<file path="src/hdl/pat_pkg.sv">
package pat_pkg;

	// default table depth
	localparam int ENTRIES_DEF = 8;

	// field widths
	localparam int ACTION_W  = 2;
	localparam int ID_W      = 16;
	localparam int TIMEOUT_W = 32;
	localparam int STATUS_W  = 3;
	localparam int SLOT_W    = 3;
	localparam int AMOUNT_W  = 16;
	localparam int PDATA_W   = 32;
	localparam int PADDR_W   = 3;

	// register reset values
	localparam logic [ID_W-1:0]     LIMIT_RST   = 16'd65535;
	localparam logic [AMOUNT_W-1:0] AMOUNT_RST  = 16'd1000;
	localparam logic [ID_W-1:0]     NEXT_ID_RST = 16'd65535;

	// register address bit and indexes
	localparam int                  REG_SEL_BIT   = 2;
	localparam logic                REG_ID_LIMIT  = 1'b0;
	localparam logic                REG_TICK_AMT  = 1'b1;

	// action codes
	localparam logic [ACTION_W-1:0] ACT_ATTACH = 2'd0;
	localparam logic [ACTION_W-1:0] ACT_ALLOC  = 2'd1;
	localparam logic [ACTION_W-1:0] ACT_ACK    = 2'd2;
	localparam logic [ACTION_W-1:0] ACT_TICK   = 2'd3;

	// result status codes
	localparam logic [STATUS_W-1:0] ST_ATTACHED  = 3'd0;
	localparam logic [STATUS_W-1:0] ST_FULL      = 3'd1;
	localparam logic [STATUS_W-1:0] ST_ACKED     = 3'd2;
	localparam logic [STATUS_W-1:0] ST_NOT_FOUND = 3'd3;
	localparam logic [STATUS_W-1:0] ST_EXPIRED   = 3'd4;
	localparam logic [STATUS_W-1:0] ST_TICK_END  = 3'd5;
	localparam logic [STATUS_W-1:0] ST_INVALID   = 3'd6;

	// controller to datapath
	typedef struct packed {
		logic load;
		logic eval;
		logic emit_final;
	} pat_cmd_t;

	// datapath to controller
	typedef struct packed {
		logic hit;
		logic stop;
		logic invalid;
		logic out_free;
	} pat_sts_t;

endpackage

</file>
<file path="src/hdl/pat_in_if.sv">
interface pat_in_if;
	logic                              valid;
	logic                              ready;
	logic [pat_pkg::ACTION_W-1:0]      action;
	logic [pat_pkg::ID_W-1:0]          msg_id;
	logic [pat_pkg::TIMEOUT_W-1:0]     timeout_ms;

	modport source(output valid, action, msg_id, timeout_ms, input ready);
	modport sink(input valid, action, msg_id, timeout_ms, output ready);
endinterface

</file>
<file path="src/hdl/pat_out_if.sv">
interface pat_out_if;
	logic                              valid;
	logic                              ready;
	logic [pat_pkg::STATUS_W-1:0]      status;
	logic [pat_pkg::ID_W-1:0]          result_id;
	logic [pat_pkg::SLOT_W-1:0]        slot;
	logic                              last;

	modport source(output valid, status, result_id, slot, last, input ready);
	modport sink(input valid, status, result_id, slot, last, output ready);
endinterface

</file>
<file path="src/hdl/pending_ack_table_with_timeout.sv">
// channel   dir  handshake       payload
// req       in   valid/ready     action, msg_id, timeout_ms
// rsp       out  valid/ready     status, result_id, slot, last
// apb       in   psel/penable    paddr, pwdata, prdata (limit at 0x0, tick amount at 0x4)
//
// an accepted item walks the slots from slot 0, one slot per cycle while no result waits;
// attach and acknowledge end on the first slot that hits, else with a closing result after
// the last slot; tick walks every slot, then gives a closing result; an invalid id goes
// straight to the closing result; no new item is taken until the last one is done; the walk
// reads the single-read-port table memory; a slot with a result, or the closing result,
// waits while the result register is full and not taken; slots without a result never wait
// arst_n resets the live bits, the id counter, the registers and the result valid
module pending_ack_table_with_timeout #(
	parameter int ENTRIES = pat_pkg::ENTRIES_DEF
) (
	input  logic                        clk,
	input  logic                        arst_n,
	pat_in_if.sink                      req,
	pat_out_if.source                   rsp,
	input  logic                        psel,
	input  logic                        penable,
	input  logic                        pwrite,
	input  logic [pat_pkg::PADDR_W-1:0] paddr,
	input  logic [pat_pkg::PDATA_W-1:0] pwdata,
	output logic [pat_pkg::PDATA_W-1:0] prdata,
	output logic                        pready
);

	localparam int IDX_W = (ENTRIES > 1) ? $clog2(ENTRIES) : 1;

	pat_pkg::pat_cmd_t cmd;
	pat_pkg::pat_sts_t sts;
	logic [IDX_W-1:0]  idx;
	logic [IDX_W-1:0]  raddr;

	assign pready = 1'b1;

	// sequencer
	pat_ctrl #(
		.ENTRIES (ENTRIES),
		.IDX_W   (IDX_W)
	) u_ctrl (
		.clk       (clk),
		.arst_n    (arst_n),
		.req_valid (req.valid),
		.req_ready (req.ready),
		.sts       (sts),
		.cmd       (cmd),
		.idx       (idx),
		.raddr     (raddr)
	);

	// table, registers and result register
	pat_dp #(
		.ENTRIES (ENTRIES),
		.IDX_W   (IDX_W)
	) u_dp (
		.clk        (clk),
		.arst_n     (arst_n),
		.cmd        (cmd),
		.sts        (sts),
		.idx        (idx),
		.raddr      (raddr),
		.action     (req.action),
		.msg_id     (req.msg_id),
		.timeout_ms (req.timeout_ms),
		.out_valid  (rsp.valid),
		.out_ready  (rsp.ready),
		.status     (rsp.status),
		.result_id  (rsp.result_id),
		.slot       (rsp.slot),
		.last       (rsp.last),
		.psel       (psel),
		.penable    (penable),
		.pwrite     (pwrite),
		.paddr      (paddr),
		.pwdata     (pwdata),
		.prdata     (prdata)
	);

endmodule

</file>
<file path="src/hdl/pat_ram.sv">
module pat_ram #(
	parameter int WIDTH = 48,
	parameter int DEPTH = 8
) (
	input  logic                                     clk,
	input  logic                                     we,
	input  logic [(DEPTH > 1 ? $clog2(DEPTH) : 1)-1:0] waddr,
	input  logic [WIDTH-1:0]                         wdata,
	input  logic [(DEPTH > 1 ? $clog2(DEPTH) : 1)-1:0] raddr,
	output logic [WIDTH-1:0]                         rdata
);

	logic [WIDTH-1:0] mem_q [DEPTH];

	// one write port, registered read port
	always_ff @(posedge clk) begin
		if (we) begin
			mem_q[waddr] <= wdata;
		end
		rdata <= mem_q[raddr];
	end

endmodule

</file>
<file path="src/hdl/pat_ctrl.sv">
module pat_ctrl #(
	parameter int ENTRIES = pat_pkg::ENTRIES_DEF,
	parameter int IDX_W   = (ENTRIES > 1) ? $clog2(ENTRIES) : 1
) (
	input  logic              clk,
	input  logic              arst_n,
	input  logic              req_valid,
	output logic              req_ready,
	input  pat_pkg::pat_sts_t sts,
	output pat_pkg::pat_cmd_t cmd,
	output logic [IDX_W-1:0]  idx,
	output logic [IDX_W-1:0]  raddr
);

	localparam logic [IDX_W-1:0] LAST_IDX = IDX_W'(ENTRIES - 1);

	typedef enum logic [2:0] {
		S_IDLE   = 3'b001,
		S_SCAN   = 3'b010,
		S_FINISH = 3'b100
	} state_t;

	state_t           state_q;
	logic [IDX_W-1:0] idx_q;
	logic             accept;
	logic             eval;

	assign req_ready = (state_q == S_IDLE);
	assign accept    = req_valid && req_ready;
	// a slot is evaluated unless its result would find the output busy
	assign eval      = (state_q == S_SCAN) && !(sts.hit && !sts.out_free);
	assign idx       = idx_q;

	always_comb begin
		cmd.load       = accept;
		cmd.eval       = eval;
		cmd.emit_final = (state_q == S_FINISH) && sts.out_free;
	end

	// read address runs one slot ahead of the slot being evaluated, or stays on it while it waits
	always_comb begin
		raddr = '0;
		if (state_q == S_SCAN) begin
			if (!eval) begin
				raddr = idx_q;
			end else if (idx_q != LAST_IDX) begin
				raddr = idx_q + IDX_W'(1);
			end
		end
	end

	// sequencer
	always_ff @(posedge clk or negedge arst_n) begin
		if (!arst_n) begin
			state_q <= S_IDLE;
			idx_q   <= '0;
		end else begin
			unique case (state_q)
				S_IDLE: begin
					idx_q <= '0;
					if (accept) begin
						state_q <= sts.invalid ? S_FINISH : S_SCAN;
					end
				end
				S_SCAN: begin
					if (eval) begin
						priority if (sts.hit && sts.stop) begin
							state_q <= S_IDLE;
						end else if (idx_q == LAST_IDX) begin
							state_q <= S_FINISH;
						end else begin
							idx_q <= idx_q + IDX_W'(1);
						end
					end
				end
				S_FINISH: begin
					if (sts.out_free) begin
						state_q <= S_IDLE;
					end
				end
				default: begin
					state_q <= S_IDLE;
				end
			endcase
		end
	end

`ifndef SYNTHESIS
	a_idx_range: assert property (@(posedge clk) disable iff (!arst_n)
		(state_q == S_SCAN) |-> (idx_q <= LAST_IDX))
		else $error("scan index past last slot");
	a_no_overwrite: assert property (@(posedge clk) disable iff (!arst_n)
		(eval && sts.hit) |-> sts.out_free)
		else $error("result loaded while output busy");
	a_stop_to_idle: assert property (@(posedge clk) disable iff (!arst_n)
		(eval && sts.hit && sts.stop) |=> (state_q == S_IDLE))
		else $error("scan did not end on terminating hit");
`endif

endmodule

</file>
<file path="src/hdl/pat_dp.sv">
module pat_dp #(
	parameter int ENTRIES = pat_pkg::ENTRIES_DEF,
	parameter int IDX_W   = (ENTRIES > 1) ? $clog2(ENTRIES) : 1
) (
	input  logic                             clk,
	input  logic                             arst_n,
	input  pat_pkg::pat_cmd_t                cmd,
	output pat_pkg::pat_sts_t                sts,
	input  logic [IDX_W-1:0]                 idx,
	input  logic [IDX_W-1:0]                 raddr,
	// incoming item fields
	input  logic [pat_pkg::ACTION_W-1:0]     action,
	input  logic [pat_pkg::ID_W-1:0]         msg_id,
	input  logic [pat_pkg::TIMEOUT_W-1:0]    timeout_ms,
	// result register
	output logic                             out_valid,
	input  logic                             out_ready,
	output logic [pat_pkg::STATUS_W-1:0]     status,
	output logic [pat_pkg::ID_W-1:0]         result_id,
	output logic [pat_pkg::SLOT_W-1:0]       slot,
	output logic                             last,
	// register port
	input  logic                             psel,
	input  logic                             penable,
	input  logic                             pwrite,
	input  logic [pat_pkg::PADDR_W-1:0]      paddr,
	input  logic [pat_pkg::PDATA_W-1:0]      pwdata,
	output logic [pat_pkg::PDATA_W-1:0]      prdata
);

	localparam int ID_W  = pat_pkg::ID_W;
	localparam int TO_W  = pat_pkg::TIMEOUT_W;
	localparam int ROW_W = ID_W + TO_W;

	// configuration
	logic [ID_W-1:0]              limit_q;
	logic [pat_pkg::AMOUNT_W-1:0] amount_q;
	logic                         reg_sel;

	// item latched at accept
	logic [pat_pkg::ACTION_W-1:0] op_q;
	logic [ID_W-1:0]              id_q;
	logic [TO_W-1:0]              to_q;
	logic                         inv_q;
	logic [ID_W-1:0]              next_id_q;
	logic [ID_W-1:0]              alloc_id;

	// table
	logic [ENTRIES-1:0]           live_q;
	logic [ROW_W-1:0]             rdata;
	logic [ROW_W-1:0]             wdata;
	logic                         we;
	logic [ID_W-1:0]              row_id;
	logic [TO_W-1:0]              row_to;
	logic [TO_W-1:0]              amount_ext;
	logic                         live;
	logic                         is_attach;
	logic                         is_ack;
	logic                         is_tick;
	logic                         expire;
	logic                         hit;

	// result register
	logic                         out_valid_q;
	logic [pat_pkg::STATUS_W-1:0] status_q;
	logic [ID_W-1:0]              result_id_q;
	logic [pat_pkg::SLOT_W-1:0]   slot_q;
	logic                         last_q;
	logic                         out_free;

	// register writes and reads
	assign reg_sel = paddr[pat_pkg::REG_SEL_BIT];

	always_ff @(posedge clk or negedge arst_n) begin
		if (!arst_n) begin
			limit_q  <= pat_pkg::LIMIT_RST;
			amount_q <= pat_pkg::AMOUNT_RST;
		end else if (psel && penable && pwrite) begin
			if (reg_sel == pat_pkg::REG_ID_LIMIT) begin
				limit_q <= pwdata[ID_W-1:0];
			end else begin
				amount_q <= pwdata[pat_pkg::AMOUNT_W-1:0];
			end
		end
	end

	assign prdata = (reg_sel == pat_pkg::REG_TICK_AMT) ?
		pat_pkg::PDATA_W'(amount_q) : pat_pkg::PDATA_W'(limit_q);

	// next packet id, wrapping to 1 past the limit
	assign alloc_id = (next_id_q >= limit_q) ? ID_W'(1) : next_id_q + ID_W'(1);

	// latch item at accept
	always_ff @(posedge clk or negedge arst_n) begin
		if (!arst_n) begin
			next_id_q <= pat_pkg::NEXT_ID_RST;
		end else if (cmd.load && action == pat_pkg::ACT_ALLOC) begin
			next_id_q <= alloc_id;
		end
	end

	always_ff @(posedge clk) begin
		if (cmd.load) begin
			op_q  <= action;
			id_q  <= (action == pat_pkg::ACT_ALLOC) ? alloc_id : msg_id;
			to_q  <= timeout_ms;
			inv_q <= sts.invalid;
		end
	end

	// slot evaluation
	assign row_id     = rdata[ROW_W-1:TO_W];
	assign row_to     = rdata[TO_W-1:0];
	assign amount_ext = TO_W'(amount_q);
	assign live       = live_q[idx];
	assign is_attach  = (op_q == pat_pkg::ACT_ATTACH) || (op_q == pat_pkg::ACT_ALLOC);
	assign is_ack     = (op_q == pat_pkg::ACT_ACK);
	assign is_tick    = (op_q == pat_pkg::ACT_TICK);
	assign expire     = live && (row_to <= amount_ext);
	assign hit        = (is_attach && !live) || (is_ack && live && row_id == id_q) ||
		(is_tick && expire);

	always_comb begin
		sts.hit      = hit;
		sts.stop     = !is_tick;
		sts.invalid  = ((action == pat_pkg::ACT_ATTACH) || (action == pat_pkg::ACT_ACK)) &&
			(msg_id == '0);
		sts.out_free = out_free;
	end

	// table row write: new entry, or decremented timeout on tick
	assign we    = cmd.eval && ((is_attach && !live) || (is_tick && live && !expire));
	assign wdata = is_attach ? {id_q, to_q} : {row_id, row_to - amount_ext};

	pat_ram #(
		.WIDTH (ROW_W),
		.DEPTH (ENTRIES)
	) u_ram (
		.clk   (clk),
		.we    (we),
		.waddr (idx),
		.wdata (wdata),
		.raddr (raddr),
		.rdata (rdata)
	);

	// live bits: set on attach, cleared on ack or expiry
	always_ff @(posedge clk or negedge arst_n) begin
		if (!arst_n) begin
			live_q <= '0;
		end else if (cmd.eval && hit) begin
			live_q[idx] <= is_attach;
		end
	end

	// result register
	assign out_free = !out_valid_q || out_ready;

	always_ff @(posedge clk or negedge arst_n) begin
		if (!arst_n) begin
			out_valid_q <= 1'b0;
		end else if ((cmd.eval && hit) || cmd.emit_final) begin
			out_valid_q <= 1'b1;
		end else if (out_ready) begin
			out_valid_q <= 1'b0;
		end
	end

	always_ff @(posedge clk) begin
		if (cmd.eval && hit) begin
			slot_q <= pat_pkg::SLOT_W'(idx);
			priority if (is_attach) begin
				status_q    <= pat_pkg::ST_ATTACHED;
				result_id_q <= id_q;
				last_q      <= 1'b1;
			end else if (is_ack) begin
				status_q    <= pat_pkg::ST_ACKED;
				result_id_q <= id_q;
				last_q      <= 1'b1;
			end else begin
				status_q    <= pat_pkg::ST_EXPIRED;
				result_id_q <= row_id;
				last_q      <= 1'b0;
			end
		end else if (cmd.emit_final) begin
			slot_q <= '0;
			last_q <= 1'b1;
			priority if (inv_q) begin
				status_q    <= pat_pkg::ST_INVALID;
				result_id_q <= '0;
			end else if (is_attach) begin
				status_q    <= pat_pkg::ST_FULL;
				result_id_q <= id_q;
			end else if (is_ack) begin
				status_q    <= pat_pkg::ST_NOT_FOUND;
				result_id_q <= id_q;
			end else begin
				status_q    <= pat_pkg::ST_TICK_END;
				result_id_q <= '0;
			end
		end
	end

	assign out_valid = out_valid_q;
	assign status    = status_q;
	assign result_id = result_id_q;
	assign slot      = slot_q;
	assign last      = last_q;

`ifndef SYNTHESIS
	a_attach_sets_live: assert property (@(posedge clk) disable iff (!arst_n)
		(cmd.eval && hit && is_attach) |=> live_q[$past(idx)])
		else $error("attached slot not marked live");
	a_ack_frees: assert property (@(posedge clk) disable iff (!arst_n)
		(cmd.eval && hit && !is_attach) |=> !live_q[$past(idx)])
		else $error("acknowledged or expired slot still live");
	a_write_free_or_live: assert property (@(posedge clk) disable iff (!arst_n)
		(we && is_attach) |-> !live)
		else $error("attach overwrote a live slot");
`endif

endmodule

</file>
<file path="src/flat_wrapper.sv">
// flat-port wrapper written by rule: the top's interface ports become plain ports
module pending_ack_table_with_timeout_flat 
#(
	parameter int ENTRIES = pat_pkg::ENTRIES_DEF
)
  (clk, arst_n, psel, penable, pwrite, paddr, pwdata, prdata, pready, req_valid, req_action, req_msg_id, req_timeout_ms, req_ready, rsp_valid, rsp_status, rsp_result_id, rsp_slot, rsp_last, rsp_ready);
  pat_in_if req_i ();
  pat_out_if rsp_i ();
  input  logic clk;
  input  logic arst_n;
  input  logic psel;
  input  logic penable;
  input  logic pwrite;
  input  logic [pat_pkg::PADDR_W-1:0] paddr;
  input  logic [pat_pkg::PDATA_W-1:0] pwdata;
  output logic [pat_pkg::PDATA_W-1:0] prdata;
  output logic pready;
  input wire logic [$bits(req_i.valid)-1:0] req_valid;
  input wire logic [$bits(req_i.action)-1:0] req_action;
  input wire logic [$bits(req_i.msg_id)-1:0] req_msg_id;
  input wire logic [$bits(req_i.timeout_ms)-1:0] req_timeout_ms;
  output wire logic [$bits(req_i.ready)-1:0] req_ready;
  output wire logic [$bits(rsp_i.valid)-1:0] rsp_valid;
  output wire logic [$bits(rsp_i.status)-1:0] rsp_status;
  output wire logic [$bits(rsp_i.result_id)-1:0] rsp_result_id;
  output wire logic [$bits(rsp_i.slot)-1:0] rsp_slot;
  output wire logic [$bits(rsp_i.last)-1:0] rsp_last;
  input wire logic [$bits(rsp_i.ready)-1:0] rsp_ready;
  assign req_i.valid = req_valid;
  assign req_i.action = req_action;
  assign req_i.msg_id = req_msg_id;
  assign req_i.timeout_ms = req_timeout_ms;
  assign req_ready = req_i.ready;
  assign rsp_valid = rsp_i.valid;
  assign rsp_status = rsp_i.status;
  assign rsp_result_id = rsp_i.result_id;
  assign rsp_slot = rsp_i.slot;
  assign rsp_last = rsp_i.last;
  assign rsp_i.ready = rsp_ready;
  pending_ack_table_with_timeout #(.ENTRIES(ENTRIES)) u_core (.clk(clk), .arst_n(arst_n), .req(req_i), .rsp(rsp_i), .psel(psel), .penable(penable), .pwrite(pwrite), .paddr(paddr), .pwdata(pwdata), .prdata(prdata), .pready(pready));
endmodule
</file>
<file path="config.mk">
export PLATFORM = sky130hd
export DESIGN_NAME = pending_ack_table_with_timeout_flat
export DESIGN_NICKNAME = d
export VERILOG_FILES = /design/src/hdl/pat_pkg.sv /design/src/hdl/pat_in_if.sv /design/src/hdl/pat_out_if.sv /design/src/hdl/pending_ack_table_with_timeout.sv /design/src/hdl/pat_ram.sv /design/src/hdl/pat_ctrl.sv /design/src/hdl/pat_dp.sv /design/src/flat_wrapper.sv
export SDC_FILE = /design/constraint.sdc
export NUM_CORES = 1
export LEC_CHECK = 0
export BUFFER_PORTS_ARGS = -buffer_cell sky130_fd_sc_hd__buf_4
export CORE_AREA = 10 10 221 223
export CTS_BUF_LIST = sky130_fd_sc_hd__clkbuf_16
export CTS_CLUSTER_DIAMETER = 40
export DETAILED_ROUTE_END_ITERATION = 10
export DIE_AREA = 0 0 231 233
export PLACE_DENSITY_LB_ADDON = 0.15
export SETUP_SLACK_MARGIN = 0.5
export SYNTH_ARGS = -nofsm -noshare
export SYNTH_HDL_FRONTEND = slang
export SYNTH_HIERARCHICAL = 1
export SYNTH_SLANG_ARGS = --single-unit
</file>
<file path="constraint.sdc">
create_clock -name clk -period 8.2 [get_ports clk]
set_input_delay 1.64 -clock clk [delete_from_list [all_inputs] [get_ports clk]]
set_output_delay 1.64 -clock clk [all_outputs]
set_load 0.02 [all_outputs]
</file>
==> results.json, run 1 <==
{
  "grt_max_degree": 97,
  "min-delay-path-class": "flop to flop",
  "critical_path.cell_chain": "inv_1 -> ha_1 -> nand3_1 -> or4_1 -> mux2i_1 -> a21o_1 -> nand2_1 -> o21ai_0 -> nor2b_1 -> nand2_1 -> a21oi_4 -> buf_12 -> mux4_1 -> mux2_4",
  "most-common-layout-cells": "sky130_fd_sc_hd__edfxtp_1 (458), sky130_fd_sc_hd__buf_4 (128), sky130_fd_sc_hd__mux4_2 (95)",
  "grtUsageTotal": 0.197,
  "cts-htree-levels": 3,
  "globalplace.congestion": 0.821,
  "initial_utilization": 0.549,
  "number_of_global_route_vias_before_repair": 13700,
  "final-setup-viol-count": 0,
  "antenna_left": 0,
  "regToRegSetupSlack_ns": 2.29,
  "timing.final.crit_share": 0.721,
  "synth_warnings": 6,
  "top_level_ports": 150,
  "synthToLayoutAreaGrowth_pct": 16.8,
  "critical-path-top-cell-by-count": "sky130_fd_sc_hd__nand2_1",
  "floorplan.die.height_um": 233,
  "finalMaxSlewViolations": 0,
  "finalHoldViolCount": 0,
  "worst_ep_arrival_time_ns": 6.38,
  "layout.cells.most_common": "sky130_fd_sc_hd__edfxtp_1",
  "detailedPlacementHpwl_mm": 31.3,
  "cts_tree": "done",
  "syn-instance-count": 1445,
  "post_drt_via_cell_ratio": 5.89,
  "part_of_the_yosys_area_used_for_sequential_elements": 0.675,
  "timing.max_cap.violations": 0,
  "dieWidth_um": 231,
  "diodes": 0,
  "cts_root_buffer": "sky130_fd_sc_hd__clkbuf_16",
  "cp_max_fo": 85,
  "critical_path.startpoint_type": "flop",
  "firstDrtPassIters": 5,
  "critPathCaptureType": "flop",
  "clk_pin_slew_worst_paths_ns": 0.06,
  "pleak_uw": 0.00991,
  "fp.dieArea_um2": 53800,
  "timing.critical_path.max_delay_family": "simple AND/OR/NAND/NOR gates",
  "num_rows": 77,
  "postSynthRegisterBits": 569,
  "grt_setup_unrepaired": "no",
  "avgRoutedWirePerCell_um": 23.6,
  "synthArstFlopShare": 0.111,
  "skew_ns": 0.0163,
  "criticalPathCategory": "flop to flop",
  "placed_cells": 2103,
  "timing_worst_slew_pin_value_ns": 1.09,
  "achievable-frequency_mhz": 169,
  "timing.setup.tns_ns": 0,
  "outcome": "completed",
  "grt_antenna_before_repair": 0,
  "grt_pass1_wl_mm": 81.2,
  "portBuffers": 114,
  "drtIter0Drc": 1124,
  "worst-path-buf-inv": 2,
  "cpPeakStageDelay_ns": 0.66,
  "drt-total-wl_mm": 53.3,
  "post_cts_resize_count": 0,
  "area_of_the_mapped_netlist_um2": 24200,
  "synthesis.area_per_instance_um2": 16.8,
  "synthDistinctLibCells": 79,
  "finalWorstPathRequiredPeriod_ns": 5.91,
  "grt_overflow_total": 0,
  "routed-via-count": 13300,
  "filler_cell_count": 3172,
  "worst-endpoint-required_ns": 8.67,
  "drcViolationCount": 0,
  "core_area_um2": 44100,
  "clkLatencyLatePin_ns": 0.60,
  "synth_ff_type": "sky130_fd_sc_hd__edfxtp_1",
  "edff_count_synth": 458,
  "layout-drive-gt1-share": 0.324,
  "finalNetCount": 1722,
  "cts_buffers": 81,
  "peakVddDrop_uv": 185,
  "power-per-cell-area_nw_per_um2": 339,
  "cts.sinks": 569,
  "cts-root-to-sink-buffers": 3,
  "postCtsSetupRepairBufs": 0,
  "timing.slew.headroom": 0.270,
  "cts_hold_buffers": 0,
  "worst_path_max_delay_cell": "sky130_fd_sc_hd__mux4_1",
  "fin_cells": 2253
}
-- logic make-up (layout without fill, tap and decap cells) --
group | Yosys count | after routing | synth area share
flops | 569 | 569 | 0.675
compound gates | 192 | 192 | 0.0526
simple gates | 255 | 255 | 0.0554
buf+inv | 125 | 326 | 0.0278
fa+ha+maj | 36 | 36 | 0.0189
other cells | 2 | 17 | 0.000310
mux | 211 | 211 | 0.151
xor+xnor | 55 | 55 | 0.0199
-- through the flow --
step | utilization | setup WS (ns) | area, µm² | hold slack (ns) | total power, µW
5_1_grt | 0.641 | 1.71 | 28300 | 0.566 | 10000
6_report | 0.641 | 2.29 | 28300 | 0.528 | 9590
4_1_cts | 0.641 | 2.21 | 28300 | 0.531 | 9660
2_1_floorplan | - | 1.57 | 24300 | 0.479 | 5670
3_3_place_gp | 0.580 | 2.30 | 25600 | 0.507 | 6210
3_5_place_dp | 0.580 | 2.24 | 25600 | 0.519 | 6270
-- state kept, by name (all words and copies together) (netlist names), 2 cells and up --
| signal | count |
|---|---|
| u_core/u_dp/u_ram/mem_q | 384 |
| u_core/u_dp/u_ram/rdata | 48 |
| u_core/u_dp/to_q | 32 |
| u_core/u_dp/amount_q | 16 |
| u_core/u_dp/id_q | 16 |
| u_core/u_dp/limit_q | 16 |
| u_core/u_dp/next_id_q | 16 |
| u_core/u_dp/result_id | 16 |
| u_core/u_dp/live_q | 8 |
| u_core/u_ctrl/idx | 3 |
| u_core/u_ctrl/state_q | 3 |
| u_core/u_dp/slot | 3 |
| u_core/u_dp/status | 3 |
| u_core/u_dp/op_q | 2 |
-- Yosys cell counts, types with 5 or more instances --
cell type	number	area, µm²
sky130_fd_sc_hd__nor3b_1	5	37.5
sky130_fd_sc_hd__or3_1	6	37.5
sky130_fd_sc_hd__a21oi_1	50	250
sky130_fd_sc_hd__buf_2	15	75.1
sky130_fd_sc_hd__buf_12	5	100
sky130_fd_sc_hd__nand2b_1	8	50.1
sky130_fd_sc_hd__mux2_2	67	754
sky130_fd_sc_hd__a22o_1	14	123
sky130_fd_sc_hd__mux2i_1	5	50.1
sky130_fd_sc_hd__nand2_1	69	259
sky130_fd_sc_hd__a21o_1	12	90.1
sky130_fd_sc_hd__o31ai_1	11	82.6
sky130_fd_sc_hd__xor2_1	13	114
sky130_fd_sc_hd__xnor2_1	42	368
sky130_fd_sc_hd__a32o_1	16	160
sky130_fd_sc_hd__nand4_1	8	50.1
sky130_fd_sc_hd__and2_1	8	50.1
sky130_fd_sc_hd__mux4_2	95	2140
sky130_fd_sc_hd__edfxtp_1	458	13800
sky130_fd_sc_hd__nor3_1	14	70.1
sky130_fd_sc_hd__and3_1	13	81.3
sky130_fd_sc_hd__inv_1	45	169
sky130_fd_sc_hd__nor2b_1	17	106
sky130_fd_sc_hd__mux2_4	40	601
sky130_fd_sc_hd__ha_1	35	438
sky130_fd_sc_hd__buf_4	22	165
sky130_fd_sc_hd__nand3_1	11	55.1
sky130_fd_sc_hd__dfrtp_1	24	601
sky130_fd_sc_hd__dfxtp_1	48	961
sky130_fd_sc_hd__nor4_1	11	68.8
sky130_fd_sc_hd__dfstp_2	39	1020
sky130_fd_sc_hd__o21ai_0	50	250
sky130_fd_sc_hd__a31oi_1	8	50.1
sky130_fd_sc_hd__nor2_1	57	214
sky130_fd_sc_hd__clkbuf_1	31	116
-- where the power goes --
group / total [µW] / internal (µW) / switching (µW)
sequential: 4010 / 3780 / 231
combinational: 2210 / 946 / 1270
clock: 3360 / 2070 / 1300
total: 9590 / 6800 / 2790
-- worst register-to-register path: stages (launching register included) --
cell and delay [ns]:
sky130_fd_sc_hd__dfstp_2 0.54, sky130_fd_sc_hd__inv_1 0.06, sky130_fd_sc_hd__ha_1 0.37, sky130_fd_sc_hd__nand3_1 0.16, sky130_fd_sc_hd__or4_1 0.62, sky130_fd_sc_hd__mux2i_1 0.21
sky130_fd_sc_hd__a21o_1 0.24, sky130_fd_sc_hd__nand2_1 0.10, sky130_fd_sc_hd__o21ai_0 0.49, sky130_fd_sc_hd__nor2b_1 0.57, sky130_fd_sc_hd__nand2_1 0.19, sky130_fd_sc_hd__a21oi_4 0.61
sky130_fd_sc_hd__buf_12 0.62, sky130_fd_sc_hd__mux4_1 0.73, sky130_fd_sc_hd__mux2_4 0.28
-- layout make-up --
cell class	instances	area (µm²)	area share
multi-input combinational	766	7350	0.260
timing repair buffer	130	1000	0.0354
inverter	46	173	0.00610
tap	592	741	0.0262
clock inverter	65	556	0.0196
sequential	569	16300	0.578
clock buffer	85	2130	0.0752
-- metal layers --
layer | GRT usage | up-vias | routed length, µm | part of all wire
met5 | 0 | - | 0 | 0
met4 | 0.0631 | 0 | 1000 | 0.019
met3 | 0.0375 | 81 | 3590 | 0.067
met2 | 0.321 | 435 | 26000 | 0.49
met1 | 0.265 | 6821 | 22600 | 0.43
li1 | - | 5934 | - | -
-- worst paths after layout --
check	cells past startpoint	to	start
max	14	u_core/u_dp/u_ram/rdata[21]	u_core/u_dp/amount_q[9]
min	2	u_core/u_dp/live_q[5]	u_core/u_dp/live_q[5]
max reg2reg	14	u_core/u_dp/u_ram/rdata[21]	u_core/u_dp/amount_q[9]
min reg2reg	2	u_core/u_dp/live_q[5]	u_core/u_dp/live_q[5]
max in group asynchronous	1	u_core/u_dp/amount_q[4]	arst_n
min in group asynchronous	1	u_core/u_dp/out_valid	arst_n
Power figures use the tool's default switching activity.
==> run 2: changes to the inputs <==
Settings changed: ABC_AREA set to 1, CORE_AREA 10 10 221 223 to 10 10 233 235, DIE_AREA 0 0 231 233 to 0 0 243 245.
Clock period 8.2 ns to 5 ns, I/O delays scaled along.
==> run 2 against run 1 <==
Clock skew grew 0.0054 ns. Sequential share of layout area shrank 6.2 points. Non-clock buffer count grew 32. Cell area grew 12%. Register-to-register slack lost 1.5 ns. First-iteration DRC count grew 48%. Total power grew 82%. Sequential power grew 68%. Via count grew 49%. Clock-buffer cell count is the same. Largest cell class unchanged.
==> results.json, run 2 <==
{
  "outcome": "completed",
  "finalWorstPathRequiredPeriod_ns": 4.18,
  "edff_count_synth": 458,
  "drcViolationCount": 0,
  "number_of_global_route_vias_before_repair": 19100,
  "avgRoutedWirePerCell_um": 17.3,
  "fin_cells": 3894,
  "synthToLayoutAreaGrowth_pct": 17.1,
  "cts_hold_buffers": 0,
  "peakVddDrop_uv": 387,
  "finish.utilization": 0.638,
  "dieWidth_um": 243,
  "finalHoldViolCount": 0,
  "synth_top_cells_by_count": "sky130_fd_sc_hd__nand2_1 (1057), sky130_fd_sc_hd__inv_1 (566), sky130_fd_sc_hd__edfxtp_1 (458), sky130_fd_sc_hd__nand3_1 (270), sky130_fd_sc_hd__o21ai_0 (122)",
  "grt_antenna_before_repair": 0,
  "placed_cells": 3730,
  "post_drt_via_cell_ratio": 5.09,
  "syn-instance-count": 3023,
  "final-setup-viol-count": 0,
  "portBuffers": 114,
  "cts_tree": "done",
  "detailed_route_wirelength_on_metal2_mm": 31.9,
  "timing.max_cap.violations": 0,
  "postSynthRegisterBits": 569,
  "worst_ep_arrival_time_ns": 4.66,
  "part_of_the_yosys_area_used_for_sequential_elements": 0.604,
  "clk_pin_slew_worst_paths_ns": 0.05,
  "pleak_uw": 0.0146,
  "detailedPlacementHpwl_mm": 41.9,
  "synthDominantAreaCellType": "sky130_fd_sc_hd__edfxtp_1",
  "postPlaceCellArea_um2": 28700,
  "synth_area_leaders": "sky130_fd_sc_hd__edfxtp_1 (51%), sky130_fd_sc_hd__nand2_1 (15%), sky130_fd_sc_hd__inv_1 (7.9%)",
  "layout.cells.most_common": "sky130_fd_sc_hd__nand2_1",
  "grt_max_degree": 110,
  "route.layer.met1.wl_mm": 29.3,
  "num_rows": 82,
  "worst-endpoint-required_ns": 5.48,
  "criticalPathCategory": "flop to flop",
  "cts_root_buffer": "sky130_fd_sc_hd__clkbuf_16",
  "power-per-cell-area_nw_per_um2": 549,
  "top_level_ports": 150,
  "timing.final.crit_share": 0.835,
  "drtIter0Drc": 1663,
  "grtUsageTotal": 0.223,
  "multi_input_area_um2": 8020,
  "met3WireLength_mm": 4.32,
  "diodes": 0,
  "firstDrtPassIters": 5,
  "area_of_the_mapped_netlist_um2": 27100,
  "filler_cell_count": 4026,
  "pre_cts_setup_slack_ns": 0.667,
  "clkLatencyLatePin_ns": 0.61,
  "setup_ws_ns": 0.824,
  "timing.critical_path.from": "u_core/u_dp/amount_q[9]",
  "grt_setup_unrepaired": "no",
  "synth_warnings": 6,
  "regToRegSetupSlack_ns": 0.82,
  "most-common-layout-cells": "sky130_fd_sc_hd__nand2_1 (1056), sky130_fd_sc_hd__inv_1 (575), sky130_fd_sc_hd__edfxtp_1 (458)",
  "cts-htree-levels": 3,
  "floorplan.die.height_um": 245,
  "core_area_um2": 49700,
  "reg2reg_depth": 21,
  "finalNetCount": 3282,
  "seq_area_um2": 16300,
  "synth_ff_type": "sky130_fd_sc_hd__edfxtp_1",
  "layout-drive-gt1-share": 0.123,
  "skew_ns": 0.0216,
  "min-delay-path-class": "flop to flop",
  "grt_overflow_total": 0,
  "globalplace.congestion": 0.882,
  "yosysTopAreaCellShare": 0.508,
  "timing.setup.tns_ns": 0,
  "cts-root-to-sink-buffers": 3,
  "cts.sinks": 569,
  "cts_buffers": 84,
  "drt-total-wl_mm": 67.2,
  "largest_reg_flops": 384,
  "synthDistinctLibCells": 46,
  "critical_path.startpoint_type": "flop",
  "fp.dieArea_um2": 59500,
  "timing.slew.headroom": 0.142,
  "synthArstFlopShare": 0.111,
  "synth_most_common_cell": "sky130_fd_sc_hd__nand2_1",
  "rr_endpoint": "u_core/u_dp/u_ram/rdata[29]",
  "cp_max_fo": 109,
  "highest-signal-layer": "met4",
  "initial_utilization": 0.545,
  "postLayoutCellArea_um2": 31700,
  "largest_register": "u_core/u_dp/u_ram/mem_q",
  "grt_pass1_wl_mm": 104,
  "routed-via-count": 19800,
  "synthesis.area_per_instance_um2": 8.95,
  "achievable-frequency_mhz": 239,
  "finalMaxSlewViolations": 0,
  "cp-endpoint": "u_core/u_dp/u_ram/rdata[29]",
  "crit-reg2reg-launch": "u_core/u_dp/amount_q[9]",
  "critPathCaptureType": "flop",
  "timing_worst_slew_pin_value_ns": 1.28,
  "top_regs": "u_core/u_dp/u_ram/mem_q: 384 flops, u_core/u_dp/u_ram/rdata: 48 flops, u_core/u_dp/to_q: 32 flops",
  "antenna_left": 0
}
run 2: changes by cell type after synthesis, moves of 67 or more:
cell / before / now
sky130_fd_sc_hd__nand2_1: 69 / 1057
sky130_fd_sc_hd__inv_1: 45 / 566
sky130_fd_sc_hd__nand3_1: 11 / 270
sky130_fd_sc_hd__mux4_2: 95 / 0
sky130_fd_sc_hd__o21ai_0: 50 / 122
sky130_fd_sc_hd__mux2_2: 67 / 0
run 2: critical path: stages (launching register included):
cell and delay (ns):
sky130_fd_sc_hd__dfstp_2 0.55, sky130_fd_sc_hd__inv_1 0.14, sky130_fd_sc_hd__ha_1 0.40, sky130_fd_sc_hd__nand2_1 0.11, sky130_fd_sc_hd__nand2_1 0.05, sky130_fd_sc_hd__nand2_1 0.05, sky130_fd_sc_hd__nand2_1 0.08, sky130_fd_sc_hd__a21oi_1 0.17
sky130_fd_sc_hd__nand2_2 0.16, sky130_fd_sc_hd__nand2_2 0.17, sky130_fd_sc_hd__nand3_4 0.12, sky130_fd_sc_hd__nand2_4 0.22, sky130_fd_sc_hd__inv_1 0.08, sky130_fd_sc_hd__nor2_1 0.21, sky130_fd_sc_hd__nand2_1 0.21, sky130_fd_sc_hd__o22ai_4 0.35
sky130_fd_sc_hd__buf_12 0.46, sky130_fd_sc_hd__nand2_1 0.12, sky130_fd_sc_hd__nand3_1 0.10, sky130_fd_sc_hd__nand2_1 0.07, sky130_fd_sc_hd__nand2_1 0.06, sky130_fd_sc_hd__nand2_1 0.09
run 2: layout make-up:
type | count | share of cell area
Clock buffer | 85 | 0.0671
Clock inverter | 69 | 0.0229
Inverter | 580 | 0.0690
Multi-Input combinational cell | 1757 | 0.253
Sequential cell | 569 | 0.515
Tap cell | 672 | 0.0265
Timing Repair Buffer | 162 | 0.0462
run 2: worst min-delay path by stage:
stage                                      from                    end  cells past startpoint
final                     u_core/u_dp/live_q[2]  u_core/u_dp/live_q[2]                      2
after global routing      u_core/u_dp/live_q[2]  u_core/u_dp/live_q[2]                      2
after CTS                 u_core/u_dp/live_q[2]  u_core/u_dp/live_q[2]                      2
after detailed placement  u_core/u_dp/live_q[2]  u_core/u_dp/live_q[2]                      2
after global placement    u_core/u_dp/live_q[4]  u_core/u_dp/live_q[4]                      2
after floorplan           u_core/u_dp/live_q[6]  u_core/u_dp/live_q[6]                      2
run 2: repair_timing:
action / CTS / global route
gates resized for setup: 0 / 8
buffers inserted: 0 / 10
setup endpoints to repair: 0 / 270
run 2: metal layers:
metal	vias to the layer above	GRT usage
met5	-	0
met4	0	0.0700
met3	120	0.0369
met2	639	0.367
met1	9272	0.300
li1	9785	-
run 2: cell families (layout without fill, tap and decap cells):
| group | after synthesis | in the layout | share of synthesized area |
|---|---|---|---|
| AO/OA/AOI/OAI | 163 | 163 | 0.0318 |
| flip-flops | 569 | 569 | 0.604 |
| AND/OR/NAND/NOR | 1514 | 1514 | 0.232 |
| XOR/XNOR | 27 | 27 | 0.00874 |
| buffers and inverters | 712 | 896 | 0.106 |
| other | 2 | 17 | 0.000277 |
| adder cells (fa/ha/maj) | 36 | 36 | 0.0169 |
run 2: where the power goes:
part | internal [µW] | switching, µW
logic | 1430 | 3350
clock network | 3710 | 2170
registers | 6290 | 452
run 2: stage by stage:
step	power [µW]	hold slack, ns
after floorplan	9980	0.442
after global placement	11400	0.454
after detailed placement	11500	0.458
after CTS	17500	0.471
after global routing	18400	0.500
final	17400	0.468
